<file path="config.mk">
export PLATFORM = sky130hd
export DESIGN_NAME = dhrb_front
export DESIGN_NICKNAME = d
export VERILOG_FILES = /design/src/rtl/decimated_history_ring_buffer_defines.svh /design/src/rtl/dhrb_pkg.sv /design/src/rtl/dhrb_front.sv
export SDC_FILE = /design/constraint.sdc
export NUM_CORES = 1
export LEC_CHECK = 0
export ABC_AREA = 1
export BUFFER_PORTS_ARGS = -buffer_cell sky130_fd_sc_hd__clkbuf_2
export CORE_MARGIN = 3
export CORE_UTILIZATION = 56
export CTS_BUF_LIST = sky130_fd_sc_hd__clkbuf_16
export DETAILED_ROUTE_END_ITERATION = 8
export PLACE_DENSITY = 0.94
export SETUP_SLACK_MARGIN = 0.3
export SLEW_MARGIN = 20
export SYNTH_ARGS = -nofsm -noshare
export SYNTH_HDL_FRONTEND = slang
export SYNTH_SLANG_ARGS = --single-unit
</file>
<file path="constraint.sdc">
create_clock -name clk -period 21 [get_ports clk]
set_input_delay 1.05 -clock clk [delete_from_list [all_inputs] [get_ports clk]]
set_output_delay 1.05 -clock clk [all_outputs]
set_load 0.01 [all_outputs]
</file>
<file path="src/rtl/decimated_history_ring_buffer_defines.svh">
// ----------------------------------------------------------------------------
// Decimated history ring buffer: assertion macros
// Wrappers for the concurrent checks of the ring buffer modules.
// ----------------------------------------------------------------------------
`ifndef DECIMATED_HISTORY_RING_BUFFER_DEFINES_SVH
`define DECIMATED_HISTORY_RING_BUFFER_DEFINES_SVH

// Check clocked on clk, off while rst_n is low.
`define DHRB_ASSERT(lbl, prop, msg) \
  lbl: assert property (@(posedge clk) disable iff (!rst_n) prop) else $error(msg);

// Check clocked on clk, also active during reset.
`define DHRB_ASSERT_ANY(lbl, prop, msg) \
  lbl: assert property (@(posedge clk) prop) else $error(msg);

`endif

</file>
<file path="src/rtl/dhrb_pkg.sv">
// ----------------------------------------------------------------------------
// dhrb_pkg
// Types and constants shared by the decimated history ring buffer modules.
// ----------------------------------------------------------------------------
package dhrb_pkg;

  localparam int SLOTS_DEF   = 64;
  localparam int STATE_BITS  = 32;
  localparam int COUNT_BITS  = 48;
  localparam int CAP_W       = 6;
  localparam int SAVE_W      = 16;
  localparam int CFG_DATA_W  = 16;
  localparam int QUEUE_DEPTH = 2;  // power of two, pointers wrap naturally

  localparam logic [CAP_W-1:0]  CAP_RESET  = CAP_W'(63);
  localparam logic [SAVE_W-1:0] SAVE_RESET = SAVE_W'(1);

  typedef enum logic [1:0] {
    MODE_MAYBE_SAVE  = 2'd0,
    MODE_ALWAYS_SAVE = 2'd1,
    MODE_DRAIN       = 2'd2,
    MODE_CLEAR       = 2'd3
  } mode_t;

  typedef enum logic [0:0] {
    REG_CAPACITY   = 1'b0,
    REG_SAVE_EVERY = 1'b1
  } cfg_reg_t;

  typedef enum logic [1:0] {
    CMD_MAYBE,
    CMD_ALWAYS,
    CMD_DRAIN,
    CMD_CLEAR
  } cmd_t;

  typedef struct packed {
    mode_t                 mode;
    logic [STATE_BITS-1:0] state_word;
    logic [COUNT_BITS-1:0] iteration_count;
    logic [COUNT_BITS-1:0] output_count;
    logic                  final_halted;
    logic                  final_hit_limit;
  } in_beat_t;

  typedef struct packed {
    logic [STATE_BITS-1:0] entry_state;
    logic [COUNT_BITS-1:0] entry_iterations;
    logic [COUNT_BITS-1:0] entry_output;
    logic                  entry_halted;
    logic                  entry_hit_limit;
    logic                  last_entry;
  } out_beat_t;

  // Classified command passed from front to back.
  typedef struct packed {
    cmd_t                  cmd;
    logic [STATE_BITS-1:0] state_word;
    logic [COUNT_BITS-1:0] iterations;
    logic [COUNT_BITS-1:0] outputs;
    logic                  halted;
    logic                  hit_limit;
  } qent_t;

endpackage

</file>
<file path="src/rtl/dhrb_front.sv">
// ----------------------------------------------------------------------------
// dhrb_front
// Accepts input beats, decodes the mode and queues commands for the back end.
// ----------------------------------------------------------------------------
module dhrb_front (
  input  logic               clk,
  input  logic               rst_n,
  input  logic               in_valid,
  output logic               in_ready,
  input  dhrb_pkg::in_beat_t in_data,
  output logic               q_valid,
  output dhrb_pkg::qent_t    q_data,
  input  logic               q_pop
);
  import dhrb_pkg::*;

  localparam int PTR_W = $clog2(QUEUE_DEPTH);
  localparam int CNT_W = $clog2(QUEUE_DEPTH + 1);

  qent_t            q_mem [QUEUE_DEPTH];
  logic [PTR_W-1:0] wr_ptr_r, rd_ptr_r;
  logic [CNT_W-1:0] count_r, count_nxt;
  logic             push;
  qent_t            classified;

  function automatic cmd_t to_cmd(mode_t m);
    cmd_t c;
    unique case (m)
      MODE_MAYBE_SAVE:  c = CMD_MAYBE;
      MODE_ALWAYS_SAVE: c = CMD_ALWAYS;
      MODE_DRAIN:       c = CMD_DRAIN;
      MODE_CLEAR:       c = CMD_CLEAR;
      default:          c = CMD_CLEAR;
    endcase
    return c;
  endfunction

  always_comb begin
    classified.cmd        = to_cmd(in_data.mode);
    classified.state_word = in_data.state_word;
    classified.iterations = in_data.iteration_count;
    classified.outputs    = in_data.output_count;
    classified.halted     = in_data.final_halted;
    classified.hit_limit  = in_data.final_hit_limit;
  end

  assign in_ready = (count_r != CNT_W'(QUEUE_DEPTH));
  assign push     = in_valid && in_ready;
  assign q_valid  = (count_r != '0);
  assign q_data   = q_mem[rd_ptr_r];

  always_comb begin
    unique case ({push, q_pop})
      2'b10:   count_nxt = count_r + CNT_W'(1);
      2'b01:   count_nxt = count_r - CNT_W'(1);
      default: count_nxt = count_r;
    endcase
  end

  always_ff @(posedge clk) begin
    if (!rst_n) begin
      wr_ptr_r <= '0;
      rd_ptr_r <= '0;
      count_r  <= '0;
    end else begin
      if (push) begin
        wr_ptr_r <= wr_ptr_r + PTR_W'(1);
      end
      if (q_pop) begin
        rd_ptr_r <= rd_ptr_r + PTR_W'(1);
      end
      count_r <= count_nxt;
    end
    if (push) begin
      q_mem[wr_ptr_r] <= classified;
    end
  end

endmodule

</file>
After elaboration in Yosys (flattened, before gate mapping)
Memory sizes are Yosys's and may differ from the RTL's. A register that Yosys moved wholly into a read port is not among the register bits.
Cells that the tools add are included.
Operators by class
  multiplexer cells: 6
  $add $sub $neg: 4
  reductions and logical operators: 4
  eq/ne operators: 6
Operators by type and width (count)
  case mux 2 bit (4 select lines): 1
  equality test 2 bit (second input constant): 3
  equality test 2 x 1 -> 1 bit (second input constant): 2
  two-way mux 1 bit: 4
  case mux 2 bit (2 select lines): 1
  nonzero test 2 bit: 2
  adder 1 bit (second input constant): 2
  adder 2 x 1 -> 2 bit (second input constant): 1
  logical NOT 2 bit: 1
  != test 2 bit (second input constant): 1
  subtractor 2 x 1 -> 2 bit (second input constant): 1
  logical AND 1 bit: 1
Word-level totals
  output and inout bits: 134
  memory bits (writable): 264
  input bits: 136
  memories kept: 1
  logic and storage cells: 24
  register bits after elaboration: 4
Memory list
  q_mem: words 2, width 132, rd ports 1, clocked after memory_dff 1, wr ports 1, line dhrb_front.sv:20  | qent_t q_mem [QUEUE_DEPTH];

Depth between registers and ports, before layout
Gate-level depths: netlist of the first run.
  depth after elaboration: 4
  mapped depth: 9

Worst setup path before layout of the first run
Ideal clock, no wire load.
  path type: input to register
  from: input in_valid
  to: memory q_mem[1][0] in the netlist's numbering (enable)
  arrival time: 6664 ps
  path buffers: 0
  slack: 13709 ps
  stages on the path: 2
  cells stage by stage: nand2_1 -> nor2_1
Between the ends
  cells in the longest elaborated chain, start to end: 3
RTL lines
  start: declaration: line dhrb_front.sv:8  | input logic in_valid,
  logical AND 1 bit: line dhrb_front.sv:48  | assign push = in_valid && in_ready;
  two-way mux 1 bit: line dhrb_front.sv:74  | if (push) begin
  two-way mux 1 bit (implied by the code): line dhrb_front.sv:75  | q_mem[wr_ptr_r] <= classified;
  end: declaration: line dhrb_front.sv:20
Every way passes these cells.

==> results.py, run 1 <==
metrics = {
    "outcome": {
        "outcome": "finished clean",
    },
    "logic_synthesis": {
        "netlist.area_leader.share": 0.786,
        "yosys.area.top_type": "edfxtp_1",
        "ys_types": 16,
        "yosys_warnings": 0,
        "synth_seq_area_share": 0.796,
        "synthesis.nets": 584,
        "netlist_area_um2": 10100,
        "synth.avg_cell_area_um2": 22.6,
        "synthTopCellsByArea": "edfxtp_1 79%, mux2_4 12%, mux2_2 5.8%, buf_6 1.0%, dfxtp_1 0.99%",
        "syn_inst": 447,
        "ys_ff_latch": 269,
    },
    "power_and_ir_drop": {
        "ir_worst_vdd_mv": 0.0794,
        "power_density_nw_per_um2": 100,
        "p_leak_uw": 0.00498,
        "power_uw": 1250,
    },
    "sta": {
        "relSlewSlack": 0.361,
        "tightestPinTransition_ns": 0.959,
        "setup_viol": 0,
        "fin_skew_ns": 0.00977,
        "hold_viol": 0,
        "fin_crit_ns": 3.47,
        "rsz0062_at_grt": "false",
        "setup_ws_ns": 17.53,
        "final.setup.tns_ns": 0,
        "fmax_mhz": 288,
        "finalCritPeriodShare": 0.165,
        "maxSlewViolCount": 0,
    },
    "setup_path": {
        "end_kind": "output pin",
        "cp.arrival_ns": 2.42,
        "reg2reg_from": "count_r[0]",
        "r2r_end": "q_mem[0][104]",
        "rrSetupSlack_ns": 18.16,
        "start_kind": "flop",
        "required_ns": 19.95,
        "worstPathMaxFanout": 53,
        "reg2reg_depth": 6,
        "path_class": "reg2out",
    },
    "layout": {
        "mostFrequentLayoutCell": "clkbuf_2",
        "area_growth_syn_to_layout_pct": 23.9,
        "nNetsFinal": 870,
        "regArea_um2": 8030,
        "final_core_util": 0.715,
        "n_fill_cell": 1022,
        "multi_input_area_um2": 1910,
        "layout-drive-gt1-share": 0.592,
        "n_antenna_cell": 0,
        "final_cell_mix": "269 x clkbuf_2, 264 x edfxtp_1, 80 x mux2_4",
    },
    "floorplanning": {
        "dieArea_um2": 19700,
        "core_um2": 17500,
        "ios": 270,
        "fp-row-count": 48,
        "start_util": 0.577,
        "die_w_um": 140,
        "die_h_um": 140,
    },
    "cts": {
        "numCtsBuffers": 26,
        "path_clk_slew_ns": 0.06,
        "root_buffer": "clkbuf_16",
        "cts_sinks": 269,
        "cts_resized": 0,
        "insertion_delay_ns": 0.50,
        "ctsHtreeMaxLevel": 1,
        "cts_setup_buffers": 0,
        "holdBufCountCts": 0,
        "cts_tree": "yes",
        "cts_buffer_depth": 3,
    },
    "drt": {
        "antenna_left": 0,
        "wl_um": 18500,
        "drtPass1Iterations": 4,
        "dr.first_iter.drc_count": 364,
        "viasPerCell": 5.25,
        "drc_errors": 0,
        "wl_per_cell_um": 18.9,
        "num_vias": 5132,
    },
    "grt": {
        "grt_pass1_vias": 5489,
        "grt_max_degree": 74,
        "grtUsageMet1": 0.232,
        "grt_antenna_before_repair": 0,
        "grt_pass1_wl_um": 28600,
        "grt_busiest_layer": "met2",
        "grt_use_met3": 0.0423,
        "grt_overflow": 0,
        "met2_usage": 0.313,
        "grtUsageTotal": 0.181,
    },
    "hold_path": {
        "hp-start": "rd_ptr_r",
        "worstHoldPathType": "reg2reg",
        "holdPathStages": 2,
        "min_to": "rd_ptr_r",
    },
    "placed_design": {
        "hpwl_um": 12800,
        "place.gp.congestion": 0.770,
        "port_buffers": 269,
        "place_ws_ns": 17.60,
    },
    "run": {
        "cap_viol_max_count": 0,
    },
}
logic make-up after synthesis:
kind of cell	Yosys count	share of synthesized area
multiplexers	132	0.177
flip-flops	269	0.796
AO/OA/AOI/OAI	2	0.000991
buffers and inverters	21	0.0162
AND/OR/NAND/NOR	22	0.00868
adder cells (fa/ha/maj)	1	0.00124
layer usage:
metal / vias to the layer above / wire length (um) / part of all wire
li1: 2334 / - / -
met1: 2533 / 7150 / 0.39
met2: 232 / 9370 / 0.51
met3: 33 / 1570 / 0.085
met4: 0 / 411 / 0.022
met5: - / 0 / 0
critical path, cell delays in order, from the launching register on:
cell      delay, ns
dfxtp_4        0.57
buf_4          0.80
mux2_4         0.36
clkbuf_2       0.15
layout make-up:
class / count / share of cell area
flip-flops and latches: 269 / 0.643
multi-input cells: 157 / 0.153
repair buffers: 275 / 0.111
clock buffers: 27 / 0.0541
well taps: 225 / 0.0225
clock inverters: 21 / 0.0154
inverters: 4 / 0.00120
through the flow:
step / hold WS (ns) / area (um^2) / cells
CTS: 0.523 / 12500 / 978
finish: 0.527 / 12500 / 978
detailed placement: 0.486 / 11600 / 930
floorplan: 0.463 / 10100 / 447
global placement: 0.483 / 11600 / 930
global route: 0.563 / 12500 / 978
how the worst max path moves through the flow:
stage | startpoint | endpoint | slack [ns] | depth (start not counted)
CTS | flop | q_data[95] | 17.49 | 3
detailed placement | in_valid | q_mem[0][104] | 17.60 | 5
global placement | in_valid | q_mem[0][104] | 17.72 | 5
global route | flop | q_data[95] | 17.40 | 3
floorplan | in_valid | q_mem[1][0] | 13.71 | 2
finish | flop | q_data[95] | 17.53 | 3
synthesized netlist by cell type, drive strengths merged:
master and instances:
nand2 10, a21oi 1, nand4 1, o21ai 1, clkbuf 2, mux2 132
inv 4, or2 1, edfxtp 264, dfxtp 5, buf 15, ha 1
nor2 10
state kept, by name (all words and copies together) (netlist names), named ones only:
signal	flops
wr_ptr_r	1
rd_ptr_r	1
q_mem	264
count_r	2
power breakdown:
| group | internal, uW | leakage [uW] | switching [uW] |
|---|---|---|---|
| registers | 638 | 0.00251 | 11.5 |
| clock network | 281 | 0.000445 | 181 |
| logic | 67.1 | 0.00203 | 76.2 |
| total | 986 | 0.00498 | 268 |
Power figures use the tool's default switching activity.
==> run 2, diff against run 1 <==
--- a/config.mk
+++ b/config.mk
@@ -5,13 +5,13 @@
 export SDC_FILE = /design/constraint.sdc
 export NUM_CORES = 1
 export LEC_CHECK = 0
-export ABC_AREA = 1
+export ABC_AREA = 0
 export BUFFER_PORTS_ARGS = -buffer_cell sky130_fd_sc_hd__clkbuf_2
 export CORE_MARGIN = 3
-export CORE_UTILIZATION = 56
+export CORE_UTILIZATION = 47
 export CTS_BUF_LIST = sky130_fd_sc_hd__clkbuf_16
 export DETAILED_ROUTE_END_ITERATION = 8
-export PLACE_DENSITY = 0.94
+export PLACE_DENSITY = 0.85
 export SETUP_SLACK_MARGIN = 0.3
 export SLEW_MARGIN = 20
 export SYNTH_ARGS = -nofsm -noshare
==> constraint.sdc (replaced) <==
create_clock -name clk -period 2.8 [get_ports clk]
set_input_delay 0.14 -clock clk [delete_from_list [all_inputs] [get_ports clk]]
set_output_delay 0.14 -clock clk [all_outputs]
set_load 0.01 [all_outputs]
==> run 2 against run 1 <==
Net effect:
- synthesized cell count shrank 2.5%
- sequential share of layout area fell by 7.0 points
- utilization shrank 3.5 points
- combinational power grew to 11 times the previous value
- global-route usage is 0.26 points lower
- sequential cell count unchanged
- clock-buffer cell count stayed put
- register-to-register slack got worse by 17 ns
- via count rose by 9.8%
- first-iteration DRC count decreased by 24%
- critical path type unchanged
- critical endpoint is now q_data[128]
- largest cell class unchanged
- largest power group unchanged
- highest routed layer is now met5
==> results.py, run 2 <==
metrics = {
    "logic_synthesis": {
        "syn_inst": 436,
        "async_flop_share": 0,
        "synthesis.nets": 573,
        "synth-main-ff-cell": "edfxtp_1",
        "synthTopCellsByArea": "edfxtp_1 79%, mux2_4 12%, mux2_2 5.8%, buf_6 1.0%, dfxtp_1 0.99%",
        "synth_common_cells": "264 x edfxtp_1, 80 x mux2_4, 52 x mux2_2, 9 x buf_6, 6 x buf_2",
        "yosys_warnings": 0,
        "ys_ff_latch": 269,
        "synth-edff-count": 264,
        "ys_types": 22,
        "synth.avg_cell_area_um2": 23.1,
        "netlist.area_leader.share": 0.786,
        "yosys.area.top_type": "edfxtp_1",
        "synth.most_common_cell": "edfxtp_1",
        "synth_seq_area_share": 0.796,
        "netlist_area_um2": 10100,
    },
    "drt": {
        "dr.first_iter.drc_count": 275,
        "wl_per_cell_um": 18.9,
        "num_vias": 5633,
        "wl_um": 21700,
        "drtPass1Iterations": 4,
        "drc_errors": 0,
        "viasPerCell": 4.91,
        "antenna_left": 0,
    },
    "grt": {
        "grt_max_degree": 73,
        "grtUsageTotal": 0.179,
        "grt_overflow": 0,
        "grt_antenna_before_repair": 2,
        "grt_pass1_wl_um": 33200,
        "grt_pass1_vias": 6104,
    },
    "floorplanning": {
        "die_w_um": 152,
        "fp-row-count": 52,
        "dieArea_um2": 23200,
        "core_um2": 20600,
        "die_h_um": 152,
        "start_util": 0.489,
        "ios": 270,
    },
    "cts": {
        "ctsHtreeMaxLevel": 1,
        "cts_sinks": 269,
        "insertion_delay_ns": 0.51,
        "cts_buffer_depth": 3,
        "root_buffer": "clkbuf_16",
        "numCtsBuffers": 27,
        "path_clk_slew_ns": 0.06,
        "cts_resized": 0,
        "holdBufCountCts": 136,
        "cts_setup_buffers": 0,
        "cts_tree": "yes",
    },
    "layout": {
        "largest_register_ffs": 264,
        "layout-drive-gt1-share": 0.517,
        "mostFrequentLayoutCell": "clkbuf_2",
        "nNetsFinal": 997,
        "final_cell_mix": "269 x clkbuf_2, 264 x edfxtp_1, 136 x dlygate4sd3_1",
        "fin_cells": 1148,
        "largest-register": "q_mem",
        "n_fill_cell": 1254,
        "area_growth_syn_to_layout_pct": 39.1,
        "top_regs": "q_mem (264), count_r (2)",
    },
    "sta": {
        "hold_viol": 0,
        "setup_viol": 0,
        "fmax_mhz": 489,
        "relSlewSlack": 0.623,
        "fin_skew_ns": 0.0133,
        "tightestPinTransition_ns": 0.566,
        "rsz0062_at_grt": "false",
        "maxSlewViolCount": 0,
        "finalCritPeriodShare": 0.730,
        "fin_crit_ns": 2.04,
    },
    "power_and_ir_drop": {
        "ir_worst_vdd_mv": 0.660,
        "seq_power_share": 0.491,
        "p_sw_frac": 0.223,
        "p_leak_uw": 0.00555,
        "switchingPower_uw": 2240,
        "power_density_nw_per_um2": 717,
        "p_int_uw": 7820,
        "power_uw": 10100,
        "p_clk_frac": 0.356,
        "pwr-share-comb": 0.153,
    },
    "placed_design": {
        "place.gp.congestion": 0.719,
        "hpwl_um": 12400,
        "place_inst": 965,
        "port_buffers": 269,
    },
    "hold_path": {
        "worstHoldPathType": "in2reg",
    },
    "run": {
        "cap_viol_max_count": 0,
    },
    "setup_path": {
        "end_kind": "output pin",
        "worstPathMaxFanout": 72,
        "start_kind": "flop",
        "path_class": "reg2out",
        "required_ns": 2.66,
        "cp.arrival_ns": 1.90,
    },
    "outcome": {
        "outcome": "finished clean",
    },
}
[run 2: final timing paths]
check,endpoint,cells after the start,from,slack [ns]
hold / removal,q_mem[0][48],2,in_data[48],0.36
setup / recovery,q_data[128],3,flop,0.76
setup reg to reg,q_mem[1][106],3,count_r[0],0.93
hold reg to reg,count_r[1],2,count_r[1],0.59
[run 2: cells by family (layout without fill, tap and decap cells)]
kind of cell | count (synthesis) | count (layout) | synth area share
flip-flops | 269 | 269 | 0.796
multiplexers | 132 | 132 | 0.177
buffers and inverters | 18 | 459 | 0.0141
AND/OR/NAND/NOR | 9 | 9 | 0.00546
AO/OA/AOI/OAI | 4 | 4 | 0.00298
XOR/XNOR | 3 | 3 | 0.00261
adder cells (fa/ha/maj) | 1 | 1 | 0.00124
other | 0 | 1 | 0
[run 2: stage by stage]
step	hold slack (ns)	instance area, um^2	setup WS (ns)	utilization	setup TNS (ns)
after floorplan	0.239	10100	-0.175	-	-23.16
after global placement	0.329	11800	1.00	0.570	0
after detailed placement	0.332	11800	0.985	0.570	0
after CTS	0.332	14000	0.745	0.680	0
after global routing	0.343	14000	0.700	0.680	0
final	0.361	14000	0.756	0.680	0
[run 2: final cells by class]
cell class / instances / area [um^2] / area share
clock inverter: 19 / 219 / 0.0156
inverter: 1 / 7.51 / 0.000535
sequential: 269 / 8030 / 0.573
antenna: 1 / 2.50 / 0.000178
clock buffer: 27 / 676 / 0.0482
tap: 270 / 338 / 0.0241
multi-input combinational: 149 / 1920 / 0.137
timing repair buffer: 412 / 2820 / 0.201
[run 2: worst max-delay path, stage by stage (launching register included)]
cell      delay, ns
dfxtp_4        0.37
buf_12         0.35
mux2_2         0.40
clkbuf_2       0.15
[run 2: metal layers]
layer | global-route usage | vias to the layer above | share of wire
li1 | - | 2577 | -
met1 | 0.217 | 2750 | 0.37
met2 | 0.321 | 259 | 0.53
met3 | 0.0420 | 45 | 0.077
met4 | 0.0526 | 2 | 0.024
met5 | 0 | - | 0.00060
[run 2: power groups by stage]
stage	clock, uW	sequential, uW	combinational [uW]
after floorplan	0	5010	830
after global placement	0	4990	1350
after detailed placement	0	5020	1370
after CTS	3680	4940	1540
after global routing	3830	4960	1640
final	3580	4940	1540
